`config.mk`:
```
export PLATFORM = sky130hd
export DESIGN_NAME = spectrum_column_peak_hold_render_core
export DESIGN_NICKNAME = d
export VERILOG_FILES = /design/src/hdl/scphr_pkg.sv /design/src/hdl/scphr_hold_mem.sv /design/src/hdl/scphr_render.sv /design/src/hdl/spectrum_column_peak_hold_render_core.sv
export SDC_FILE = /design/constraint.sdc
export NUM_CORES = 2
export LEC_CHECK = 0
export BUFFER_PORTS_ARGS = -buffer_cell sky130_fd_sc_hd__buf_4
export CELL_PAD_IN_SITES_DETAIL_PLACEMENT = 2
export CELL_PAD_IN_SITES_GLOBAL_PLACEMENT = 2
export CORE_ASPECT_RATIO = 2
export CORE_MARGIN = 4
export CORE_UTILIZATION = 50
export CTS_BUF_LIST = sky130_fd_sc_hd__clkbuf_16
export CTS_CLUSTER_SIZE = 20
export DETAILED_ROUTE_END_ITERATION = 8
export PLACE_DENSITY = 0.79
export SYNTH_ARGS = -nofsm -noshare
export SYNTH_HDL_FRONTEND = slang
export SYNTH_SLANG_ARGS = --single-unit
```
`constraint.sdc`:
```
create_clock -name clk -period 14.13 [get_ports clk]
set_clock_uncertainty 0.05 [all_clocks]
set_input_delay 0.7065 -clock clk [delete_from_list [all_inputs] [get_ports clk]]
set_output_delay 0.7065 -clock clk [all_outputs]
set_load 0.01 [all_outputs]
```
`src/hdl/scphr_pkg.sv`:
```
// ----------------------------------------------------------------------------
// scphr_pkg
// Shared constants and types of the spectrum column peak-hold renderer.
// ----------------------------------------------------------------------------
package scphr_pkg;

    localparam int COLUMNS_DEF    = 320;
    localparam int BAR_HEIGHT_DEF = 48;

    localparam logic signed [8:0] HOLD_FLOOR = -9'sd240;
    localparam int SPAN_HALF_DB = 200;
    localparam int SEG_LEN      = 50;
    localparam int DECAY_STEP   = 4;
    localparam int CHAN_MAX     = 255;

    typedef enum logic {
        KIND_SAMPLE = 1'b0,
        KIND_DECAY  = 1'b1
    } kind_t;

endpackage

```
`src/hdl/scphr_hold_mem.sv`:
```
// ----------------------------------------------------------------------------
// scphr_hold_mem
// Per-column peak-hold memory, one read and one write port, registered read,
// with a clearing pass after reset.
// ----------------------------------------------------------------------------
module scphr_hold_mem
    import scphr_pkg::*;
#(
    parameter int Columns = COLUMNS_DEF
)
(
    input  logic                       clk,
    input  logic                       rst_n,
    input  logic                       rd_en,
    input  logic [$clog2(Columns)-1:0] rd_addr,
    output logic signed [8:0]          rd_data,
    input  logic                       wr_en,
    input  logic [$clog2(Columns)-1:0] wr_addr,
    input  logic signed [8:0]          wr_data,
    output logic                       clearing
);

    localparam int AddrW = $clog2(Columns);

    logic signed [8:0] mem [0:Columns-1];
    logic signed [8:0] rd_data_reg;
    logic              clr_busy_reg;
    logic              clr_busy_next;
    logic [AddrW-1:0]  clr_addr_reg;
    logic [AddrW-1:0]  clr_addr_next;
    logic              mem_we;
    logic [AddrW-1:0]  mem_waddr;
    logic signed [8:0] mem_wdata;

    always_comb
    begin
        clr_busy_next = clr_busy_reg;
        clr_addr_next = clr_addr_reg;
        if (clr_busy_reg)
        begin
            clr_addr_next = clr_addr_reg + 1'b1;
            if (clr_addr_reg == AddrW'(Columns - 1))
            begin
                clr_busy_next = 1'b0;
            end
        end
        mem_we    = clr_busy_reg ? 1'b1 : wr_en;
        mem_waddr = clr_busy_reg ? clr_addr_reg : wr_addr;
        mem_wdata = clr_busy_reg ? HOLD_FLOOR : wr_data;
    end

    always_ff @(posedge clk or negedge rst_n)
    begin
        if (!rst_n)
        begin
            clr_busy_reg <= 1'b1;
            clr_addr_reg <= '0;
        end
        else
        begin
            clr_busy_reg <= clr_busy_next;
            clr_addr_reg <= clr_addr_next;
        end
    end

    always_ff @(posedge clk)
    begin
        if (mem_we)
        begin
            mem[mem_waddr] <= mem_wdata;
        end
        if (rd_en)
        begin
            rd_data_reg <= mem[rd_addr];
        end
    end

    assign rd_data  = rd_data_reg;
    assign clearing = clr_busy_reg;

endmodule

```
`src/hdl/scphr_render.sv`:
```
// ----------------------------------------------------------------------------
// scphr_render
// Hold update and rendering of one item: heat-map color, bar height and
// peak-dot row.
// ----------------------------------------------------------------------------
module scphr_render
    import scphr_pkg::*;
#(
    parameter int BarHeight = BAR_HEIGHT_DEF
)
(
    input  logic              kind,
    input  logic signed [8:0] rssi_half_db,
    input  logic signed [8:0] old_hold,
    output logic signed [8:0] new_hold,
    output logic [15:0]       pixel_color,
    output logic [5:0]        bar_height,
    output logic [5:0]        peak_row,
    output logic              peak_visible
);

    logic [7:0] scale_lut [0:SPAN_HALF_DB];
    logic [7:0] ramp_lut  [0:SEG_LEN];

    for (genvar i = 0; i <= SPAN_HALF_DB; i++)
    begin : g_scale
        assign scale_lut[i] = 8'((i * BarHeight) / SPAN_HALF_DB);
    end

    for (genvar i = 0; i <= SEG_LEN; i++)
    begin : g_ramp
        assign ramp_lut[i] = 8'((CHAN_MAX * i) / SEG_LEN);
    end

    logic signed [10:0] decayed;
    logic signed [10:0] dv;
    logic signed [10:0] pv;
    logic [7:0]         d;
    logic [7:0]         p;
    logic [7:0]         bar;
    logic [7:0]         pk;
    logic [7:0]         row;
    logic [1:0]         seg;
    logic [5:0]         x;
    logic [7:0]         up_val;
    logic [7:0]         dn_val;
    logic [7:0]         r;
    logic [7:0]         g;
    logic [7:0]         b;

    always_comb
    begin
        decayed = 11'(old_hold) - 11'(DECAY_STEP);
        if (kind == KIND_DECAY)
        begin
            new_hold = (decayed < 11'(HOLD_FLOOR)) ? HOLD_FLOOR : 9'(decayed);
        end
        else
        begin
            new_hold = (rssi_half_db > old_hold) ? rssi_half_db : old_hold;
        end

        dv = 11'(rssi_half_db) - 11'(HOLD_FLOOR);
        if (dv < 11'sd0)
        begin
            d = 8'd0;
        end
        else if (dv > 11'(SPAN_HALF_DB))
        begin
            d = 8'(SPAN_HALF_DB);
        end
        else
        begin
            d = 8'(dv);
        end

        pv = 11'(new_hold) - 11'(HOLD_FLOOR);
        p  = (pv > 11'(SPAN_HALF_DB)) ? 8'(SPAN_HALF_DB) : 8'(pv);

        bar = scale_lut[d];
        if (bar == 8'd0)
        begin
            bar = 8'd1;
        end
        pk  = scale_lut[p];
        row = 8'(BarHeight) - pk;

        if (d < 8'(SEG_LEN))
        begin
            seg = 2'd0;
            x   = 6'(d);
        end
        else if (d < 8'(2 * SEG_LEN))
        begin
            seg = 2'd1;
            x   = 6'(d - 8'(SEG_LEN));
        end
        else if (d < 8'(3 * SEG_LEN))
        begin
            seg = 2'd2;
            x   = 6'(d - 8'(2 * SEG_LEN));
        end
        else
        begin
            seg = 2'd3;
            x   = 6'(d - 8'(3 * SEG_LEN));
        end

        up_val = ramp_lut[x];
        dn_val = ramp_lut[6'(SEG_LEN) - x];

        case (seg)
            2'd0:
            begin
                r = 8'd0;
                g = up_val;
                b = 8'(CHAN_MAX);
            end
            2'd1:
            begin
                r = 8'd0;
                g = 8'(CHAN_MAX);
                b = dn_val;
            end
            2'd2:
            begin
                r = up_val;
                g = 8'(CHAN_MAX);
                b = 8'd0;
            end
            default:
            begin
                r = 8'(CHAN_MAX);
                g = dn_val;
                b = 8'd0;
            end
        endcase

        pixel_color  = {r[7:3], g[7:2], b[7:3]};
        bar_height   = bar[5:0];
        peak_row     = row[5:0];
        peak_visible = (pk != 8'd0);
    end

endmodule

```
`src/hdl/spectrum_column_peak_hold_render_core.sv`:
```
// ----------------------------------------------------------------------------
// spectrum_column_peak_hold_render_core
// Renders one spectrum column per sample item with a per-column peak hold.
// ----------------------------------------------------------------------------
// Result path: an accepted item is loaded into the s1 registers with its hold
//   read; a sample item's result is then registered at the output once free.
// Throughput: one item per cycle while in_stall is low; each item is a hold
//   memory read-modify-write, forwarded between consecutive same-column items.
// Reset: control clears at once, then a clearing pass writes -240 to all
//   Columns entries, one per cycle; in_stall is high throughout the pass.
module spectrum_column_peak_hold_render_core
    import scphr_pkg::*;
#(
    parameter int Columns   = COLUMNS_DEF,
    parameter int BarHeight = BAR_HEIGHT_DEF
)
(
    input  logic              clk,
    input  logic              rst_n,
    input  logic              in_valid,
    output logic              in_stall,
    input  logic              kind,
    input  logic [8:0]        column,
    input  logic signed [8:0] rssi_half_db,
    output logic              out_valid,
    input  logic              out_stall,
    output logic [8:0]        out_column,
    output logic [15:0]       pixel_color,
    output logic [5:0]        bar_height,
    output logic [5:0]        peak_row,
    output logic              peak_visible
);

    localparam int AddrW = $clog2(Columns);

    logic              clearing;
    logic              accept;
    logic              in_range;
    logic              s1_load;
    logic              s1_go;
    logic              out_free;
    logic signed [8:0] rd_data;
    logic signed [8:0] old_hold;
    logic signed [8:0] new_hold;
    logic [15:0]       r_color;
    logic [5:0]        r_bar;
    logic [5:0]        r_row;
    logic              r_visible;

    logic              s1_valid_reg;
    logic              s1_valid_next;
    logic              s1_kind_reg;
    logic [8:0]        s1_col_reg;
    logic signed [8:0] s1_rssi_reg;
    logic              byp_hit_reg;
    logic signed [8:0] byp_data_reg;
    logic              out_valid_reg;
    logic              out_valid_next;
    logic [8:0]        out_column_reg;
    logic [15:0]       pixel_color_reg;
    logic [5:0]        bar_height_reg;
    logic [5:0]        peak_row_reg;
    logic              peak_visible_reg;

    always_comb
    begin
        out_free = !out_valid_reg || !out_stall;
        s1_go    = s1_valid_reg && ((s1_kind_reg == KIND_DECAY) || out_free);
        in_stall = clearing || (s1_valid_reg && !s1_go);
        accept   = in_valid && !in_stall;
        in_range = ({2'b00, column} < 11'(Columns));
        s1_load  = accept && in_range;

        s1_valid_next = s1_load ? 1'b1 : (s1_go ? 1'b0 : s1_valid_reg);

        out_valid_next = out_valid_reg;
        if (s1_go && (s1_kind_reg == KIND_SAMPLE))
        begin
            out_valid_next = 1'b1;
        end
        else if (!out_stall)
        begin
            out_valid_next = 1'b0;
        end

        old_hold = byp_hit_reg ? byp_data_reg : rd_data;
    end

    scphr_hold_mem #(
        .Columns (Columns)
    ) u_hold_mem (
        .clk      (clk),
        .rst_n    (rst_n),
        .rd_en    (s1_load),
        .rd_addr  (AddrW'(column)),
        .rd_data  (rd_data),
        .wr_en    (s1_go),
        .wr_addr  (AddrW'(s1_col_reg)),
        .wr_data  (new_hold),
        .clearing (clearing)
    );

    scphr_render #(
        .BarHeight (BarHeight)
    ) u_render (
        .kind         (s1_kind_reg),
        .rssi_half_db (s1_rssi_reg),
        .old_hold     (old_hold),
        .new_hold     (new_hold),
        .pixel_color  (r_color),
        .bar_height   (r_bar),
        .peak_row     (r_row),
        .peak_visible (r_visible)
    );

    always_ff @(posedge clk or negedge rst_n)
    begin
        if (!rst_n)
        begin
            s1_valid_reg  <= 1'b0;
            out_valid_reg <= 1'b0;
        end
        else
        begin
            s1_valid_reg  <= s1_valid_next;
            out_valid_reg <= out_valid_next;
        end
    end

    always_ff @(posedge clk)
    begin
        if (s1_load)
        begin
            s1_kind_reg  <= kind;
            s1_col_reg   <= column;
            s1_rssi_reg  <= rssi_half_db;
            // previous item writes this column at the same edge as our read
            byp_hit_reg  <= s1_go && (s1_col_reg == column);
            byp_data_reg <= new_hold;
        end
        if (s1_go && (s1_kind_reg == KIND_SAMPLE))
        begin
            out_column_reg   <= s1_col_reg;
            pixel_color_reg  <= r_color;
            bar_height_reg   <= r_bar;
            peak_row_reg     <= r_row;
            peak_visible_reg <= r_visible;
        end
    end

    assign out_valid    = out_valid_reg;
    assign out_column   = out_column_reg;
    assign pixel_color  = pixel_color_reg;
    assign bar_height   = bar_height_reg;
    assign peak_row     = peak_row_reg;
    assign peak_visible = peak_visible_reg;

endmodule

```
==> metrics <==
clock root buffer sky130_fd_sc_hd__clkbuf_16; detailed router's first-iteration violation count between 10,000 and 15,000; number of slew-limit violations in the final report 63; largest cells by area after synthesis sky130_fd_sc_hd__edfxtp_1 (75%), sky130_fd_sc_hd__mux4_2 (18%), sky130_fd_sc_hd__nor2_1 (1.3%); clock latency on the worst-skew pair 0.90 ns; TritonCTS buffer count 272; slew at the pin closest to its max-slew limit between 1.5 and 2 ns; Clock power frac 0.386; Main synth FF type sky130_fd_sc_hd__edfxtp_1; most frequent standard cell in the layout excluding fill and tap cells sky130_fd_sc_hd__edfxtp_1; type of element launching the critical path register; TritonCTS clock tree done; setup TNS 0 ns; number of iterations in the first detailed-routing pass 6; cell seen most often among critical-path stages sky130_fd_sc_hd__ha_1; number of endpoints failing setup at the final stage 0; post-placement setup slack 5.11 ns; global-route usage over all layers 0.377; reported net switching power 5.25 mW; share of layout cells above drive strength 1 0.277; hold buffers post-CTS 9; effective utilization at floorplan 0.504; number of buffers added for setup after CTS 0; internal power 14.7 mW; required time at the endpoint of the critical path 14.65 ns; Die ar. ~0.25 mm2; Total Power Consumption 20.0 mW; total of cells resized after clock tree synthesis 0; count of fill cells added during filler insertion 19,100; P_leak 40.7 nW; peak supply drop 0.000109 V; Chip Width between 300 and 400 um; proportion of register bits with asynchronous set or reset after synthesis 0.00404; wire length of the first global-routing pass between 600,000 and 700,000 um; Avg Vias per Cell 7.43; worst hold path type in2reg; area of all placed cells without fillers approximately 0.13 mm2; number of buffers added on ports between 60 and 70; relative slew slack -0.0612; area share of the largest cell type after synthesis 0.747; flip-flop count of the largest register, all copies and words added 2,880; wire length per cell after detailed routing 52.3 um; Period Utilization, post-route 0.711; switching share of power 0.263; path type of the worst setup path reg2reg; achievable frequency 99.5 MHz; failing checks capacitance limit, slew limit; area of the core between 0.2 and 0.25 mm2; arrival time of data at the critical path endpoint 10.57 ns; CP peak stage delay 0.84 ns; Net Count, Synth 5,526; clock tree buffer depth 4; GRT Residual Overflow 0; post-synthesis sequential element count 2,968; register clock-pin slew on the reported worst setup and hold paths around 0.07 ns; Logic pwr share 0.108; Seq pwr share 0.507; number of global-route vias before repair 68,200; Post-Synthesis Cell Area 0.119 mm2; antenna-violating nets left 0; cells along the critical path nand2b_1 -> nor4_2 -> a21oi_1 -> inv_2 -> ha_1 -> nor2b_1 -> nor3_1 -> nor4b_1 -> o21a_1 -> o22ai_1 -> xnor2_4 -> ha_1 -> inv_1 -> ha_1 -> nor3_1 -> a21o_1 -> a21oi_1 -> a311oi_1 -> o21ai_1 -> mux4_2 -> a2bb2oi_1; maximum number of pins on one net before global-route repair between 200 and 250; synthesis-to-layout area growth 10.9%; min setup slack post-route about 4 ns; DRC violations left 0; slowest cell on the critical path sky130_fd_sc_hd__nor4_2; unrepaired setup endpoints after global routing false; sum of net half-perimeters after detailed placement 269,000 um; cell accounting for the most synthesized area sky130_fd_sc_hd__edfxtp_1; run status finished, violations left; final design utilization 0.559; Max Cap Violations 1; initial antenna violation count 42; Critical Path Fanout Max 24; post-synthesis sequential area ratio 0.750; routed via count 65,800; gate count of the mapped netlist 5,460; total power density per cell area 152 mW/mm2; number of enable flip-flop cells after synthesis 2,956; element type at the critical path end register; CTS H-Tree Depth 5; die height 697 um; placed cell area 0.123 mm2; boundary pin count between 60 and 70; sinks on the clock net 2,968; Post-Syn Area per Cell 21.8 um2; final worst path period need 10.05 ns; number of nets at the end of the flow 5,649; Routability Congestion 0.860; detailed-route wire length roughly 460,000 um; row cnt 252; commonest cells after routing, fill and taps aside sky130_fd_sc_hd__edfxtp_1 (2,956), sky130_fd_sc_hd__mux4_2 (942), sky130_fd_sc_hd__nor2_1 (390); count of final hold-check violations 0; total number of yosys warnings 0; library cells used by synthesis 100
==> power groups by stage <==
stage | Sequential (mW) | Clock [mW] | Combinational [mW]
after floorplan | 10.5 | 0 | 1.06
after global placement | 10.3 | 0 | 1.73
after detailed placement | 10.3 | 0 | 1.98
after CTS | 10.1 | 7.75 | 2.08
after global routing | 10.1 | 8.13 | 2.18
final | 10.1 | 7.70 | 2.15
==> cells by family after synthesis <==
kind of cell             synth area share
flip-flops                          0.750
XOR/XNOR                          0.00359
AND/OR/NAND/NOR                    0.0254
adder cells (fa/ha/maj)           0.00453
multiplexers                        0.184
buffers and inverters              0.0130
AO/OA/AOI/OAI                      0.0198
==> path summary, 6_finish.rpt <==
kind / from / endpoint / slack [ns] / depth (start not counted)
max: s1_rssi_reg[7] / pixel_color[6] / 4.08 / 21
min: rssi_half_db[4] / s1_rssi_reg[4] / 0.06 / 1
max reg2reg: s1_rssi_reg[7] / pixel_color[6] / 4.08 / 21
min reg2reg: u_hold_mem.clr_addr_reg[8] / u_hold_mem.clr_addr_reg[8] / 0.61 / 1
max in group asynchronous: rst_n / u_hold_mem.clearing / 13.62 / 2
min in group asynchronous: rst_n / u_hold_mem.clr_addr_reg[4] / 0.16 / 2
==> worst max-delay path, delay by kind of cell, from the launching register on <==
family                   cells  cell delay, ns
multiplexers                 1            0.58
XOR/XNOR                     1            0.45
flip-flops                   1            0.69
adder cells (fa/ha/maj)      3            1.58
buffers and inverters        2            0.68
AO/OA/AOI/OAI                8            2.69
AND/OR/NAND/NOR              6            2.99
==> metrics by stage <==
| step | cells | hold slack, ns |
|---|---|---|
| global route | 8830 | 0.0434 |
| global placement | 8336 | 0.442 |
| floorplan | 5460 | 0.361 |
| CTS | 8817 | 0.00885 |
| finish | 8848 | 0.0611 |
| detailed placement | 8336 | 0.518 |
==> Yosys cell counts, types with 7 or more instances <==
master,number
sky130_fd_sc_hd__o22ai_1,9
sky130_fd_sc_hd__a2bb2oi_1,7
sky130_fd_sc_hd__edfxtp_1,2956
sky130_fd_sc_hd__nand3_1,19
sky130_fd_sc_hd__o221ai_1,14
sky130_fd_sc_hd__mux4_2,942
sky130_fd_sc_hd__nand4_1,10
sky130_fd_sc_hd__a211oi_1,12
sky130_fd_sc_hd__nor3_1,35
sky130_fd_sc_hd__mux2_2,22
sky130_fd_sc_hd__and2_1,11
sky130_fd_sc_hd__inv_1,51
sky130_fd_sc_hd__mux2i_1,37
sky130_fd_sc_hd__nor2_1,408
sky130_fd_sc_hd__nor4_1,11
sky130_fd_sc_hd__dfrtp_1,11
sky130_fd_sc_hd__nand3b_1,8
sky130_fd_sc_hd__a21oi_1,60
sky130_fd_sc_hd__buf_2,26
sky130_fd_sc_hd__nand2b_1,13
sky130_fd_sc_hd__nand2_1,126
sky130_fd_sc_hd__and3_1,10
sky130_fd_sc_hd__o21ai_1,7
sky130_fd_sc_hd__ha_1,43
sky130_fd_sc_hd__buf_1,86
sky130_fd_sc_hd__clkbuf_1,214
sky130_fd_sc_hd__xnor2_1,21
sky130_fd_sc_hd__o211ai_1,15
sky130_fd_sc_hd__o21a_1,10
sky130_fd_sc_hd__a311oi_1,7
sky130_fd_sc_hd__o32ai_1,9
sky130_fd_sc_hd__a31oi_1,13
sky130_fd_sc_hd__o21ai_0,61
sky130_fd_sc_hd__xor2_1,14
sky130_fd_sc_hd__inv_2,7
==> area by class of cell <==
class	instances	area, um2	area share
diodes	19	47.5	0.000361
clock buffers	284	7110	0.0539
clock inverters	188	1490	0.0113
inverters	62	235	0.00178
multi-input cells	2098	28400	0.215
flip-flops and latches	2968	89100	0.676
well taps	3048	3810	0.0289
repair buffers	181	1670	0.0127
==> per-layer routing <==
| layer | routed length (um) | up-vias | GRT usage |
|---|---|---|---|
| met5 | 130 | - | 0.000196 |
| met4 | 40000 | 18 | 0.254 |
| met3 | 37600 | 1562 | 0.0678 |
| met2 | 232000 | 5380 | 0.629 |
| met1 | 153000 | 35600 | 0.451 |
| li1 | - | 23200 | - |
Power figures use the tool's default switching activity.
